File: config.mk
export PLATFORM = sky130hd
export DESIGN_NAME = cbt_lane
export DESIGN_NICKNAME = d
export VERILOG_FILES = /design/src/rtl/cbt_pkg.sv /design/src/rtl/cbt_lane.sv
export SDC_FILE = /design/constraint.sdc
export NUM_CORES = 2
export LEC_CHECK = 0
export ABC_CLOCK_PERIOD_IN_PS = 18850
export BUFFER_PORTS_ARGS = -buffer_cell sky130_fd_sc_hd__buf_2
export CELL_PAD_IN_SITES_DETAIL_PLACEMENT = 0
export CELL_PAD_IN_SITES_GLOBAL_PLACEMENT = 2
export CORE_MARGIN = 1
export CORE_UTILIZATION = 46
export CTS_BUF_LIST = sky130_fd_sc_hd__clkbuf_16
export DETAILED_ROUTE_END_ITERATION = 10
export PLACE_DENSITY = 0.82
export SLEW_MARGIN = 20
export SYNTH_ARGS = -nofsm -noshare
export SYNTH_HDL_FRONTEND = slang
export SYNTH_SLANG_ARGS = --single-unit
export TNS_END_PERCENT = 100
File: constraint.sdc
create_clock -name clk -period 18.85 [get_ports clk]
set_input_delay 2.8275 -clock clk [delete_from_list [all_inputs] [get_ports clk]]
set_output_delay 2.8275 -clock clk [all_outputs]
set_load 0.02 [all_outputs]
File: src/rtl/cbt_pkg.sv
// Shared types and constants of the cubic B-spline tessellator.
// No dependencies; imported by every module under rtl/.
package cbt_pkg;

	localparam int LOD_W      = 6;               // detail register width
	localparam int LOD_CODES  = 1 << LOD_W;
	localparam int T_W        = 17;              // t in unsigned Q1.16, t = 1 exact
	localparam int T_FRAC     = 16;
	localparam logic [T_W-1:0] T_ONE = T_W'(1 << T_FRAC);
	localparam logic [LOD_W-1:0] LOD_RESET = LOD_W'(15);
	localparam int STAGES     = 8;               // lane pipeline depth

	// one sample slot handed from the sequencer to the lanes
	typedef struct packed {
		logic           valid;
		logic           last;
		logic [T_W-1:0] t;
	} issue_t;

	// control riding alongside the lane data
	typedef struct packed {
		logic valid;
		logic last;
	} ctrl_t;

endpackage

File: src/rtl/cbt_lane.sv
// One coordinate axis: segment coefficients and the Horner / divide-by-six
// pipeline that turns a t value into a rounded, saturated sample. Uses cbt_pkg.
module cbt_lane #(
	parameter int COORD_WIDTH = 16
) (
	input  logic                          clk,
	input  logic                          adv,
	input  logic                          load,
	input  logic signed [COORD_WIDTH-1:0] p1,
	input  logic signed [COORD_WIDTH-1:0] p2,
	input  logic signed [COORD_WIDTH-1:0] p3,
	input  logic signed [COORD_WIDTH-1:0] p4,
	input  logic [cbt_pkg::T_W-1:0]       t,
	output logic signed [COORD_WIDTH-1:0] sample
);
	import cbt_pkg::*;

	localparam int CW = COORD_WIDTH;
	localparam int RW = CW + 6;            // Horner accumulator
	localparam int PW = RW + T_W + 1;      // product with signed t
	localparam int UW = CW + 8;            // biased, non-negative numerator
	localparam int QW = UW - 2;            // quotient of u / 6
	localparam int SH = UW + 3;            // reciprocal scale
	localparam int MW = UW + 1;
	localparam int VW = CW + 7;
	localparam logic [MW-1:0] RECIP = MW'((64'd1 << SH) / 64'd6);
	localparam logic [UW-1:0] BIAS  = UW'(64'd3 + (64'd6 << (CW + 5)));
	localparam logic [VW-1:0] OFS   = VW'(64'd1 << (CW + 5));
	localparam logic signed [VW-1:0] SAT_HI = VW'((64'd1 << (CW - 1)) - 64'd1);
	localparam logic signed [VW-1:0] SAT_LO = -SAT_HI - VW'(1);
	localparam logic [PW-1:0] HALF  = PW'(1 << (T_FRAC - 1));

	function automatic logic signed [RW-1:0] rnd(input logic signed [PW-1:0] p);
		logic signed [PW-1:0] s;
		s = p + $signed(HALF);
		return RW'(s >>> T_FRAC);
	endfunction

	logic signed [RW-1:0] e1, e2, e3, e4, e1x3, e2x3, e3x3;
	logic signed [RW-1:0] a_q, b_q, c_q, d_q;

	assign e1   = {{(RW-CW){p1[CW-1]}}, p1};
	assign e2   = {{(RW-CW){p2[CW-1]}}, p2};
	assign e3   = {{(RW-CW){p3[CW-1]}}, p3};
	assign e4   = {{(RW-CW){p4[CW-1]}}, p4};
	assign e1x3 = (e1 <<< 1) + e1;
	assign e2x3 = (e2 <<< 1) + e2;
	assign e3x3 = (e3 <<< 1) + e3;

	always_ff @(posedge clk) begin
		if (load) begin
			a_q <= e2x3 - e1 - e3x3 + e4;
			b_q <= e1x3 - (e2x3 <<< 1) + e3x3;
			c_q <= e3x3 - e1x3;
			d_q <= e1 + (e2 <<< 2) + e3;
		end
	end

	logic signed [PW-1:0] prod_s1, prod_s3, prod_s5;
	logic signed [RW-1:0] b_s1, c_s1, d_s1, r_s2, c_s2, d_s2, c_s3, d_s3;
	logic signed [RW-1:0] r_s4, d_s4, d_s5;
	logic [T_W-1:0]       t_s1, t_s2, t_s3, t_s4;
	logic [UW-1:0]        u_s6, u_s7;
	logic [UW+MW-1:0]     prod_s7;
	logic signed [CW-1:0] sample_s8;

	logic signed [RW-1:0] r3;
	logic [UW-1:0]        r3x;
	logic [QW-1:0]        q0;
	logic [UW-1:0]        rem;
	logic [QW-1:0]        q;
	logic signed [VW-1:0] v;

	assign r3  = rnd(prod_s5) + d_s5;
	assign r3x = {{(UW-RW){r3[RW-1]}}, r3};

	// u / 6 by reciprocal, low by at most one, fixed with one compare
	assign q0  = prod_s7[SH+QW-1:SH];
	assign rem = u_s7 - (UW'({q0, 2'b00}) + UW'({q0, 1'b0}));
	assign q   = (rem >= UW'(6)) ? q0 + QW'(1) : q0;
	assign v   = $signed(VW'(q)) - $signed(OFS);

	always_ff @(posedge clk) begin
		if (adv) begin
			prod_s1 <= a_q * $signed({1'b0, t});
			b_s1 <= b_q;
			c_s1 <= c_q;
			d_s1 <= d_q;
			t_s1 <= t;

			r_s2 <= rnd(prod_s1) + b_s1;
			c_s2 <= c_s1;
			d_s2 <= d_s1;
			t_s2 <= t_s1;

			prod_s3 <= r_s2 * $signed({1'b0, t_s2});
			c_s3 <= c_s2;
			d_s3 <= d_s2;
			t_s3 <= t_s2;

			r_s4 <= rnd(prod_s3) + c_s3;
			d_s4 <= d_s3;
			t_s4 <= t_s3;

			prod_s5 <= r_s4 * $signed({1'b0, t_s4});
			d_s5 <= d_s4;

			u_s6 <= r3x + BIAS;

			prod_s7 <= u_s6 * RECIP;
			u_s7    <= u_s6;

			if (v > SAT_HI)
				sample_s8 <= SAT_HI[CW-1:0];
			else if (v < SAT_LO)
				sample_s8 <= SAT_LO[CW-1:0];
			else
				sample_s8 <= v[CW-1:0];
		end
	end

	assign sample = sample_s8;

endmodule

### After elaboration in Yosys (flattened, before gate mapping)

Cells that the tools add are included.

* bits in registers: 624
* word-level logic and storage cells: 57
* bits of input ports: 84
* output and inout bits: 16

* muxes and demuxes: 2
* add/subtract/negate cells: 22
* order comparisons: 3
* $mul: 4

Operators with widths (number)
* adder 38 x 17 -> 38 bit, second input constant: 3
* multiplier 22 x 18 -> 38 bit: 2
* adder 22 bit: 3
* adder 17 x 16 -> 18 bit: 3
* multiplier 24 x 25 -> 49 bit, second input constant: 1
* multiplier 21 x 18 -> 38 bit: 1
* adder 22 x 23 -> 24 bit, second input constant: 1
* adder 24 x 23 -> 24 bit: 1
* greater-or-equal comparator 24 x 3 -> 1 bit, second input constant: 1
* subtractor 24 bit: 1
* > comparator 23 x 16 -> 1 bit, second input constant: 1
* less-than comparator 23 x 16 -> 1 bit, second input constant: 1
* subtractor 22 x 22 -> 23 bit, second input constant: 1
* adder 22 x 1 -> 22 bit, second input constant: 1
* two-way mux 22 bit: 1
* adder 20 x 16 -> 21 bit: 1
* adder 20 x 18 -> 21 bit: 1
* adder 19 x 16 -> 20 bit: 1
* subtractor 18 x 19 -> 20 bit: 1
* subtractor 19 x 18 -> 20 bit: 1
* adder 16 x 18 -> 19 bit: 1
* subtractor 18 x 16 -> 19 bit: 1
* subtractor 18 x 18 -> 19 bit: 1
* two-way mux 16 bit: 1

### Depth between registers and ports, before layout

* depth after elaboration: 7
* depth in mapped cells: 28
* depth with buffers taken out: 27

### Worst setup path after synthesis

OpenSTA, ideal clock, no wires.

* kind: input to register
* from: input port t[3] (netlist name)
* to: register prod_s1[37], data pin
* setup slack: 9.355 ns
* required time: 18.588 ns
* library setup time: 0.262 ns
* stages: 27
* arrival: 9.233 ns
* cells stage by stage: clkbuf_1 nand2_1 fa_1 inv_1 fa_1 inv_1 fa_1 inv_1 fa_1 fa_1 inv_1 fa_1 inv_1 ha_1 and4_1 and3_1 a2111oi_0 nand2_1 a31oi_1 o21ai_0 a211oi_1 o21ai_0 nand3_1 a21boi_0 o21a_1 o31ai_1 xnor2_1

* cells in the longest elaborated chain, start to end: 1

Ends and longest elaborated chain
* from (decl): RTL line cbt_lane.sv:13 `input logic [cbt_pkg::T_W-1:0] t,`
* multiplier 21 x 18 -> 38 bit: RTL line cbt_lane.sv:85 `prod_s1 <= a_q * $signed({1'b0, t});`
* to (signal assigned): RTL line cbt_lane.sv:85
* to (decl): RTL line cbt_lane.sv:59 `logic signed [PW-1:0] prod_s1, prod_s3, prod_s5;`

Every way passes these cells.
A chain may end at the register's enable or synchronous reset.

### Worst setup path in the final report

* from: input port t[9] (netlist name)
* to: register prod_s1[37], data pin

The elaborated chain is that of the path after synthesis.

==> summary.txt <==
Run status
  • Outcome: finished clean

Setup path
  • Slowest stage cell, crit path: fa_1
  • Total buffers and inverters traversed by the critical path: 6
  • Crit path required time: 19.28 ns
  • CP endpoint kind: flop
  • Worst EP arrival: 10.22 ns
  • Crit path top cell by count: fa_1
  • Crit Path Class: in2reg
  • Critical Path Source Type: input pin
  • CP Max Fanout: 22
  • Delay-heaviest family, CP: adder cells
  • Slowest stage delay, CP: 0.57 ns

Timing
  • Worst Skew: 0.0781 ns
  • Final Slew Violations: 0
  • Final-report hold violation count: 0
  • Worst slew pin tran: 1.22 ns
  • Post-route minimum period: 9.79 ns
  • Fin crit share: 0.520
  • Final setup viols: 0
  • Max-slew headroom: 0.187
  • Final setup TNS: 0 ns
  • Max Freq: 102 MHz
  • RSZ-0062 raised after global routing: no

Place
  • IO buf count: 99
  • GPL Wtd Cong: 0.872
  • Final HPWL DP: 142000 um

Synthesis
  • Post-synth ARST share: 0
  • Post-synth EDFFs: 518
  • Synth Warn #: 0
  • Top cells by area, synth: fa_1 (36%), edfxtp_1 (21%), ha_1 (12%)
  • Primary FF master, synth: edfxtp_1
  • Most numerous cell in the Yosys netlist: inv_1
  • Synth top area share: 0.357
  • Avg Inst Size Synth: 10.3 sq um
  • Seq cells post-synth: 518
  • Sequential share of the synthesized area: 0.215
  • Synth unique cells: 82
  • Cells after synthesis: 7069
  • Post-synth top cells: inv_1 (1699), fa_1 (1293), nand2_1 (840), ha_1 (671), edfxtp_1 (518)
  • Synth area leader: fa_1
  • Mapped Area: 72500 sq um
  • Syn Nets: 9117

Route
  • Residual DRC: 0
  • Initial drt markers: 2012
  • Vias/cell: 5.04
  • Routed WL: 172000 um
  • Drt pass-1 iters: 5
  • Total number of vias: 46259
  • Detail Route Antenna Nets: 0
  • Routed len/inst: 18.7 um

Clock network
  • Hold bufs inserted after CTS: 0
  • Max H-tree Level: 2
  • CTS tree: done
  • Postcts setup bufs: 0
  • CTS Buffer Depth: 3
  • CTS Buf Count: 58
  • Cts repair resizes: 0
  • Clock-pin slew on the worst setup and hold paths: 0.06 ns
  • CTS root buffer: clkbuf_16
  • Sink Count: 518
  • Worst-skew pair later-pin latency: 0.70 ns

Floorplanning
  • Core area: 156000 sq um
  • Initial Utilization: 0.464
  • IO Pins: 100
  • Row cnt: 145
  • Die X: 399 um
  • Die ar.: 159000 sq um
  • Die span in y: 399 um

GRT
  • Largest net degree at the start of global routing: 161
  • Vias in the first global route: 49938
  • Global-route wire length before repair: 277000 um
  • GRT Residual Overflow: 0
  • All-Layer GR Usage: 0.225
  • Initial antenna violation count: 7

Cells and area
  • Final #Nets: 9124
  • Area growth from synthesis to layout: 6.61%
  • Util after Layout: 0.494
  • Share of cells above drive strength 1: 0.0386

Job
  • Maxcap violations: 0

Worst hold path
  • Worst hold path class: reg2reg
[final timing paths]
kind | startpoint | end | slack [ns] | cells after the start
setup / recovery | t[9] | prod_s1[37] | 9.06 | 27
setup reg to reg | t_s4[9] | prod_s5[37] | 10.15 | 26
hold / removal | d_s4[3] | d_s5[3] | 0.41 | 0
hold reg to reg | d_s4[3] | d_s5[3] | 0.41 | 0
[sequential cells by signal, summed over array words and instances (netlist names), 22 cells and up]
signal / cells
prod_s3: 23
r_s2: 22
u_s6: 23
prod_s1: 23
prod_s7: 22
r_s4: 22
prod_s5: 23
u_s7: 23
[layout make-up]
class                           instances  area, sq um
Tap cell                             2058         2570
Timing Repair Buffer                  137          841
Inverter                             1699         6380
Antenna cell                            4         10.0
Multi-Input combinational cell       4662        49800
Clock buffer                           58         1450
Sequential cell                       518        15600
Clock inverter                         51          644
Fill cell                           14554        79100
[kinds of logic after synthesis]
group                    synth area share
AO/OA/AOI/OAI                      0.0546
XOR/XNOR                           0.0453
adder cells (fa/ha/maj)             0.473
buffers and inverters              0.0981
flip-flops                          0.215
multiplexers                      0.00143
AND/OR/NAND/NOR                     0.113
[metrics by stage]
step	setup slack [ns]	area [sq um]	hold WS (ns)	std cells
2_1_floorplan	9.36	72500	0.400	7069
3_3_place_gp	8.35	75100	0.401	9071
3_5_place_dp	8.31	75100	0.405	9072
4_1_cts	9.05	77200	0.407	9181
5_1_grt	8.78	77300	0.405	9183
6_report	9.06	77300	0.405	9187
[per-layer routing]
layer,wire (um),share of wire,GRT usage
met1,76000,0.44,0.295
met2,87600,0.51,0.407
met3,4560,0.027,0.0186
met4,3680,0.021,0.0459
met5,18,0.00010,0
[worst reg2reg max path: cells and delay by family, from the launching register on]
family          cells  cell delay, ns
flops               1            1.13
xor+xnor            1            0.12
compound gates      8            2.88
buf+inv             5            0.24
simple gates        5            0.69
fa+ha+maj           7            3.36
[layout by cell type (no fill, tap or decap), drive strengths merged, types with 11 or more instances in the layout]
cell	instances
clkinv	26
a31oi	17
a21o	80
and2	389
o21a	42
nand3	69
nor3	63
xnor2	272
o21ai	102
nand2b	26
and4	14
xor2	101
nor2	172
nand4	19
inv	1706
clkbuf	58
bufinv	11
edfxtp	518
o31ai	12
and3	42
o211ai	11
a211oi	13
buf	137
a21boi	23
o21bai	49
ha	671
fa	1293
or3	11
nor2b	37
nand2	840
a21oi	169
Power is left out: the tool's default activity adds up to more than one toggle a clock period on the data nets, which glitch-free logic cannot reach.
