<file path="config.mk">
export PLATFORM = sky130hd
export DESIGN_NAME = cbt_seq
export DESIGN_NICKNAME = d
export VERILOG_FILES = /design/src/rtl/cbt_pkg.sv /design/src/rtl/cbt_seq.sv
export SDC_FILE = /design/constraint.sdc
export NUM_CORES = 1
export LEC_CHECK = 0
export BUFFER_PORTS_ARGS = -buffer_cell sky130_fd_sc_hd__buf_2
export CAP_MARGIN = 30
export CORE_MARGIN = 3
export CORE_UTILIZATION = 52
export CTS_CLUSTER_SIZE = 14
export DETAILED_ROUTE_END_ITERATION = 7
export PLACE_DENSITY_LB_ADDON = 0.25
export SLEW_MARGIN = 15
export SYNTH_ARGS = -nofsm -noshare
export SYNTH_HDL_FRONTEND = slang
export SYNTH_SLANG_ARGS = --single-unit
</file>
<file path="constraint.sdc">
create_clock -name clk -period 4.8 [get_ports clk]
set_clock_uncertainty 0.2 [all_clocks]
set_input_delay 0.24 -clock clk [delete_from_list [all_inputs] [get_ports clk]]
set_output_delay 0.24 -clock clk [all_outputs]
set_load 0.02 [all_outputs]
</file>
<file path="src/rtl/cbt_pkg.sv">
// Shared types and constants of the cubic B-spline tessellator.
// No dependencies; imported by every module under rtl/.
package cbt_pkg;

	localparam int LOD_W      = 6;               // detail register width
	localparam int LOD_CODES  = 1 << LOD_W;
	localparam int T_W        = 17;              // t in unsigned Q1.16, t = 1 exact
	localparam int T_FRAC     = 16;
	localparam logic [T_W-1:0] T_ONE = T_W'(1 << T_FRAC);
	localparam logic [LOD_W-1:0] LOD_RESET = LOD_W'(15);
	localparam int STAGES     = 8;               // lane pipeline depth

	// one sample slot handed from the sequencer to the lanes
	typedef struct packed {
		logic           valid;
		logic           last;
		logic [T_W-1:0] t;
	} issue_t;

	// control riding alongside the lane data
	typedef struct packed {
		logic valid;
		logic last;
	} ctrl_t;

endpackage

</file>
<file path="src/rtl/cbt_seq.sv">
// Point window, segment sequencer and incremental t generator.
// Depends on cbt_pkg.
module cbt_seq #(
	parameter int COORD_WIDTH = 16,
	parameter int MAX_DETAIL  = 63
) (
	input  logic                          clk,
	input  logic                          arst_n,
	input  logic                          adv,
	input  logic                          s_fire,
	input  logic signed [COORD_WIDTH-1:0] point_x,
	input  logic signed [COORD_WIDTH-1:0] point_y,
	input  logic                          curve_start,
	input  logic [cbt_pkg::LOD_W-1:0]     lod,
	output logic                          ready,
	output logic                          load,
	output cbt_pkg::issue_t               issue,
	output logic signed [COORD_WIDTH-1:0] win_x [3],
	output logic signed [COORD_WIDTH-1:0] win_y [3]
);
	import cbt_pkg::*;

	// step of T per sample is 65536/L as quotient plus remainder over 2L
	logic [T_W-1:0]   q_tab [LOD_CODES];
	logic [LOD_W:0]   r_tab [LOD_CODES];

	for (genvar g = 0; g < LOD_CODES; g++) begin : g_tab
		localparam int unsigned DIV = (g == 0) ? 1 : g;
		localparam int unsigned QV  = 65536 / DIV;
		localparam int unsigned RV  = 2 * (65536 % DIV);
		assign q_tab[g] = T_W'(QV);
		assign r_tab[g] = (LOD_W + 1)'(RV);
	end

	logic signed [COORD_WIDTH-1:0] win_x_q [3];
	logic signed [COORD_WIDTH-1:0] win_y_q [3];
	logic [1:0]       seen_q;
	logic             busy_q;
	logic [LOD_W-1:0] i_q;
	logic [LOD_W-1:0] lod_q;
	logic [T_W-1:0]   t_q;
	logic [LOD_W:0]   rem_q;

	logic [LOD_W-1:0] lod_eff;
	logic             last;
	logic             emit;
	logic [LOD_W+1:0] rsum;
	logic [LOD_W+1:0] two_l;
	logic             wrap;

	always_comb begin
		if (lod == '0)
			lod_eff = LOD_W'(1);
		else if (lod > LOD_W'(MAX_DETAIL))
			lod_eff = LOD_W'(MAX_DETAIL);
		else
			lod_eff = lod;
	end

	assign last  = (i_q == lod_q);
	assign emit  = (seen_q == 2'd3) && !curve_start;
	assign load  = s_fire && emit;
	assign ready = !busy_q || (last && adv);

	assign rsum  = {1'b0, rem_q} + {1'b0, r_tab[lod_q]};
	assign two_l = {1'b0, lod_q, 1'b0};
	assign wrap  = (rsum >= two_l);

	assign issue.valid = busy_q;
	assign issue.last  = last;
	assign issue.t     = t_q;

	assign win_x = win_x_q;
	assign win_y = win_y_q;

	always_ff @(posedge clk or negedge arst_n) begin
		if (!arst_n) begin
			for (int k = 0; k < 3; k++) begin
				win_x_q[k] <= '0;
				win_y_q[k] <= '0;
			end
			seen_q <= '0;
			busy_q <= 1'b0;
			i_q    <= '0;
			lod_q  <= LOD_W'(1);
			t_q    <= '0;
			rem_q  <= '0;
		end else begin
			if (s_fire) begin
				if (curve_start) begin
					win_x_q[0] <= '0;
					win_x_q[1] <= '0;
					win_y_q[0] <= '0;
					win_y_q[1] <= '0;
					seen_q     <= 2'd1;
				end else begin
					win_x_q[0] <= win_x_q[1];
					win_x_q[1] <= win_x_q[2];
					win_y_q[0] <= win_y_q[1];
					win_y_q[1] <= win_y_q[2];
					if (seen_q != 2'd3)
						seen_q <= seen_q + 2'd1;
				end
				win_x_q[2] <= point_x;
				win_y_q[2] <= point_y;
			end

			if (load) begin
				busy_q <= 1'b1;
				i_q    <= '0;
				t_q    <= '0;
				rem_q  <= {1'b0, lod_eff};
				lod_q  <= lod_eff;
			end else if (adv && busy_q) begin
				if (last) begin
					busy_q <= 1'b0;
				end else begin
					i_q <= i_q + LOD_W'(1);
					if (wrap) begin
						rem_q <= (LOD_W + 1)'(rsum - two_l);
						t_q   <= t_q + q_tab[lod_q] + T_W'(1);
					end else begin
						rem_q <= rsum[LOD_W:0];
						t_q   <= t_q + q_tab[lod_q];
					end
				end
			end
		end
	end

endmodule

</file>
# ---- Word level (Yosys, flattened, before mapping)
# Memory sizes are Yosys's and may differ from the RTL's.
# Cells that the tools add are included.
dict set report totals {
  regBits 135
  mem_bits_ro 1536
  out_inout_bits 117
  mem_count 2
}
# memory depth word_bits read_ports rd_ports_with_merged_regs wr line
set mem_list {}
lappend mem_list {{(no name shown)} 64 17 1 0 0 cbt_seq.sv:124} ;# t_q <= t_q + q_tab[lod_q];
lappend mem_list {{(no name shown)} 64 7 1 0 0 cbt_seq.sv:65} ;# assign rsum = {1'b0, rem_q} + {1'b0, r_tab[lod_q]};
dict set report op_classes {
  n_addsub 6
  magnitude_cmp 3
  n_eq_ne 4
  n_mux 24
  bitwise 1
  n_reduce_logical 14
}
# cell n
set op_table {}
lappend op_table {{$mux W17} 6}
lappend op_table {{$mux W32} 2}
lappend op_table {{$mux W7} 6}
lappend op_table {{$mux W6} 5}
lappend op_table {{$add A17 B1 Y17 const B} 1}
lappend op_table {{$add A17 B17 Y17} 1}
lappend op_table {{$add A7 B7 Y8} 1}
lappend op_table {{$ge A8 B7 Y1} 1}
lappend op_table {{$ge A7 B7 Y1 const B} 1}
lappend op_table {{$not A6 Y7} 1}
lappend op_table {{$sub A7 B7 Y7} 1}
lappend op_table {{$add A6 B1 Y6 const B} 1}
lappend op_table {{$eq A6 B6 Y1} 1}
lappend op_table {{$gt A6 B6 Y1 const B} 1}
lappend op_table {{$logic_not A6 Y1} 1}
lappend op_table {{$reduce_and A2 Y1} 3}
lappend op_table {{$reduce_bool A2 Y1} 3}
lappend op_table {{$logic_and A1 B1 Y1} 4}
lappend op_table {{$mux W2} 2}
lappend op_table {{$ne A2 B2 Y1 const B} 2}
lappend op_table {{$mux W1} 3}
lappend op_table {{$add A2 B1 Y2 const B} 1}
lappend op_table {{$eq A2 B2 Y1 const B} 1}
lappend op_table {{$logic_not A1 Y1} 2}
lappend op_table {{$logic_or A1 B1 Y1} 1}

# ---- Longest topological paths before layout
dict set report logic_depth {
  depth_word 10
  ltp_mapped 25
}

# ---- Worst setup path before layout
# OpenSTA, ideal clock, no wires.
dict set report synth_timing {
  kind {reg2reg}
  startpoint {register lod_q[0]}
  endpoint {register t_q[16]}
  arrival_ps 4932
  required_ps 4521
  setup_slack_ps -412
  path_stages_with_launch 24
  n_path_buf 2
  period_less_slack_ps 5212
  cell_sequence {dfstp_2 clkbuf_1 inv_1 ha_1 clkbuf_1 nand2b_1 nand3b_1 nand3_1 o21ai_0 a21oi_1 inv_1 fa_1 nor2b_1 o31a_1 a21oi_1 ha_1 and4_1 nand4b_1 a311oi_2 nand4_1 nor4_4 nand4b_1 mux2i_1 mux2i_1}
}
dict set report synth_via {
  elab_chain_len 10
}
# element line
set synth_rtl {}
lappend synth_rtl {{from (decl)} cbt_seq.sv:40} ;# logic [LOD_W-1:0] lod_q;
lappend synth_rtl {{from (signal assigned)} cbt_seq.sv:113} ;# lod_q <= lod_eff;
lappend synth_rtl {{$not A6 Y7 (not written as such)} {cbt_seq.sv:65, cbt_seq.sv:121, cbt_seq.sv:124}}
lappend synth_rtl {{$mem_v2 Z64 W17 / $mem_v2 Z64 W7 (equally long branches)} n/a}
lappend synth_rtl {{$mux W17 (not written as such) / $mux W7 (equally long branches) (2 in series)} {cbt_seq.sv:124, cbt_seq.sv:65}}
lappend synth_rtl {{$add A17 B17 Y17 / $add A7 B7 Y8 (equally long branches)} {cbt_seq.sv:124, cbt_seq.sv:65}}
lappend synth_rtl {{$add A17 B1 Y17 / $ge A8 B7 Y1 (equally long branches)} {cbt_seq.sv:121, cbt_seq.sv:67}}
lappend synth_rtl {{$mux W17} cbt_seq.sv:119} ;# if (wrap) begin
lappend synth_rtl {{$mux W17} cbt_seq.sv:115} ;# if (last) begin
lappend synth_rtl {{$mux W17} cbt_seq.sv:114} ;# end else if (adv && busy_q) begin
lappend synth_rtl {{$mux W17} cbt_seq.sv:108} ;# if (load) begin
lappend synth_rtl {{to (signal assigned)} cbt_seq.sv:121} ;# t_q <= t_q + q_tab[lod_q] + T_W'(1);
lappend synth_rtl {{to (signal assigned)} cbt_seq.sv:124}
lappend synth_rtl {{to (decl)} cbt_seq.sv:41} ;# logic [T_W-1:0] t_q;
# Parallel ways exist; a longest one is shown, timed or not. The select of a mux whose other input is x is not followed.
# A chain may end at the register's enable or synchronous reset.

# ---- Worst setup path in the final report
# Same ends and word-level chain as after synthesis.

==> impl_metrics.tcl <==
set metrics [dict create \
    status "complete, but fails checks" \
    violations "setup timing" \
    grt_pass1_vias 8511 \
    final_common_cell "buf_2" \
    syn_nets 1108 \
    path_clk_slew_ns 0.07 \
    finalCriticalPeriod_ns 5.00 \
    port_buffers 159 \
    startpoint_type "flip-flop" \
    cp.required_ns 4.96 \
    synth-seq-cells 135 \
    final_nets 1409 \
    synth_ff_type "dfrtp_1" \
    yosys_warnings 0 \
    rows 47 \
    setup-violations-final 13 \
    h-tree-depth 4 \
    path_max_fanout 5 \
    grt_overflow 0 \
    relSlewSlack_pct 43.5 \
    antenna_cells 0 \
    cts_buffers 17 \
    remaining_drc_errors 0 \
    holdPathStages 4 \
    seq_area_frac_synth_pct 37.5 \
    synth.distinct_cells 92 \
    clockBufferDepth 2 \
    hold_viol 0 \
    fillerInstances 1194 \
    finalCritPeriodShare_pct 104 \
    final_cell_mix "buf_2, buf_4, dfrtp_1, o21ai_0, inv_1" \
    track_usage_pct 29.5 \
    clk_latency_ns 0.43 \
    crit_type "flip-flop to flip-flop" \
    cts_root_buffer "clkbuf_16" \
    grt_pass1_wl_um 43900 \
    antenna_found_initial 0 \
    r2r_cells 20 \
    clkSinkCount 135 \
    route.vias.total 8849 \
    tightest_slew_ns 0.848 \
    slew_viol_final 0 \
    min_path_type "input pin to flip-flop" \
    syn_inst 1021 \
    grt_max_degree 97 \
    syn-cell-area_mm2 0.00900 \
    finalWirelength_um 28500 \
    area_delta_synth_final_pct 38.6 \
    tritoncts "built" \
    die-width_um 138 \
    wl_per_cell_um 18.3 \
    cp-end-kind "flip-flop" \
    dpl.hpwl_um 18600 \
    gp_congestion 0.996 \
    max_freq_ghz 0.200 \
    ios 160 \
    avgSynthCellArea_um2 8.82 \
    synth-async-reset-ratio_pct 100 \
    drtIter0Drc 677 \
    viasPerCell 5.69 \
    firstDrtPassIters 6 \
    cap_violations 0 \
    ant_nets 0 \
    setup_ws_ns -0.204 \
    core_mm2 0.0168 \
    fp.dieArea_mm2 0.0189 \
    die_h_um 138 \
    whs_ns 0.0691 \
    layout-drive-gt1-share_pct 36.0 \
    critPathArrivalTime_ns 5.16 \
    synth_edf_count 0 \
    rsz0062_at_grt "true" \
    start_util_pct 53.7 \
]
[sequential cells by signal, indices dropped and copies added (netlist names)]
register / count
t_q: 17
rem_q: 7
lod_q: 6
busy_q: 1
seen_q: 2
win_y: 48
i_q: 6
win_x: 48
[path summary, 6_finish.rpt]
path | start | slack [ns] | to
setup / recovery | lod_q[0] | -0.20 | t_q[16]
hold / removal | lod[0] | 0.07 | rem_q[0]
setup reg to reg | lod_q[0] | -0.20 | t_q[16]
hold reg to reg | win_y[31] | 0.31 | win_y[47]
max in group asynchronous | arst_n | 2.99 | win_y[22]
min in group asynchronous | arst_n | 0.21 | t_q[9]
[metrics by stage]
step                      std cells  utilization (%)  worst slack (ns)  TNS, ns  instance area, um^2
final                          1555             74.4            -0.204    -1.39                12500
after global routing           1555             74.4            -0.432    -5.32                12500
after CTS                      1534             71.2           -0.0792  -0.0864                11900
after detailed placement       1437             63.7            -0.303    -1.10                10700
after global placement         1437             63.7            -0.206   -0.455                10700
after floorplan                1021                -           -0.0106  -0.0106                 9100
[final cells by class]
type | instances | area, um^2 | area share (%)
repair buffers | 356 | 2440 | 19.6
flip-flops and latches | 135 | 3380 | 27.1
well taps | 220 | 275 | 2.21
inverters | 92 | 350 | 2.81
clock buffers | 18 | 439 | 3.52
multi-input cells | 720 | 5430 | 43.5
clock inverters | 14 | 155 | 1.24
[layer usage]
| layer | up-vias | share of wire, % | global-route usage, % |
|---|---|---|---|
| li1 | 4195 | - | - |
| met1 | 4215 | 41 | 36.9 |
| met2 | 374 | 49 | 49.7 |
| met3 | 65 | 7.5 | 7.27 |
| met4 | 0 | 2.6 | 10.6 |
| met5 | - | 0 | 0 |
[synth_stat cells, drive strengths merged (18+ instances only)]
| master | count | area (um^2) |
|---|---|---|
| o21ai | 122 | 622 |
| buf | 18 | 82.6 |
| ha | 41 | 513 |
| xor2 | 23 | 209 |
| nand2 | 81 | 312 |
| dfrtp | 134 | 3350 |
| inv | 90 | 338 |
| clkbuf | 56 | 211 |
| xnor2 | 18 | 165 |
| nand3 | 26 | 130 |
| a211oi | 20 | 160 |
| mux2 | 33 | 372 |
| nor2 | 69 | 259 |
| a21oi | 57 | 300 |
| nand3b | 63 | 473 |
[critical path: stages, from the launching register on]
cell      delay, ns
dfstp_2        0.65
buf_6          0.16
ha_1           0.17
nor2_1         0.05
mux4_2         0.47
a31o_2         0.24
a32o_2         0.24
ha_4           0.28
o21a_1         0.13
o31a_1         0.20
a21oi_2        0.08
ha_4           0.29
and4_1         0.19
nand4b_1       0.15
a311oi_2       0.38
nand4_1        0.14
buf_4          0.18
nor4_4         0.19
nand4b_1       0.15
mux2i_1        0.20
mux2i_1        0.20
[logic make-up (layout without fill, tap and decap cells)]
group / after synthesis / count (layout) / synth area share, %
AOI/OAI and AO/OA: 278 / 278 / 20.2
xor gates and xnor gates: 41 / 41 / 4.16
adders and majority gates: 44 / 44 / 6.37
buffers and inverters: 166 / 480 / 7.10
DFF: 135 / 135 / 37.5
muxes: 47 / 47 / 5.96
and+or+nand+nor: 310 / 310 / 18.7
[timing repair]
item / 4_1_cts / 5_1_grt
hold endpoints to repair: 124 / 0
pin swaps: 24 / 27
buffers inserted: 26 / 22
setup endpoints to repair: 10 / 23
gates resized for setup: 15 / 85
hold buffers: 39 / 0
cloned: 0 / 0
Power is not shown: default switching activity piles up to over one toggle a cycle in this logic, so the estimate is an artifact.
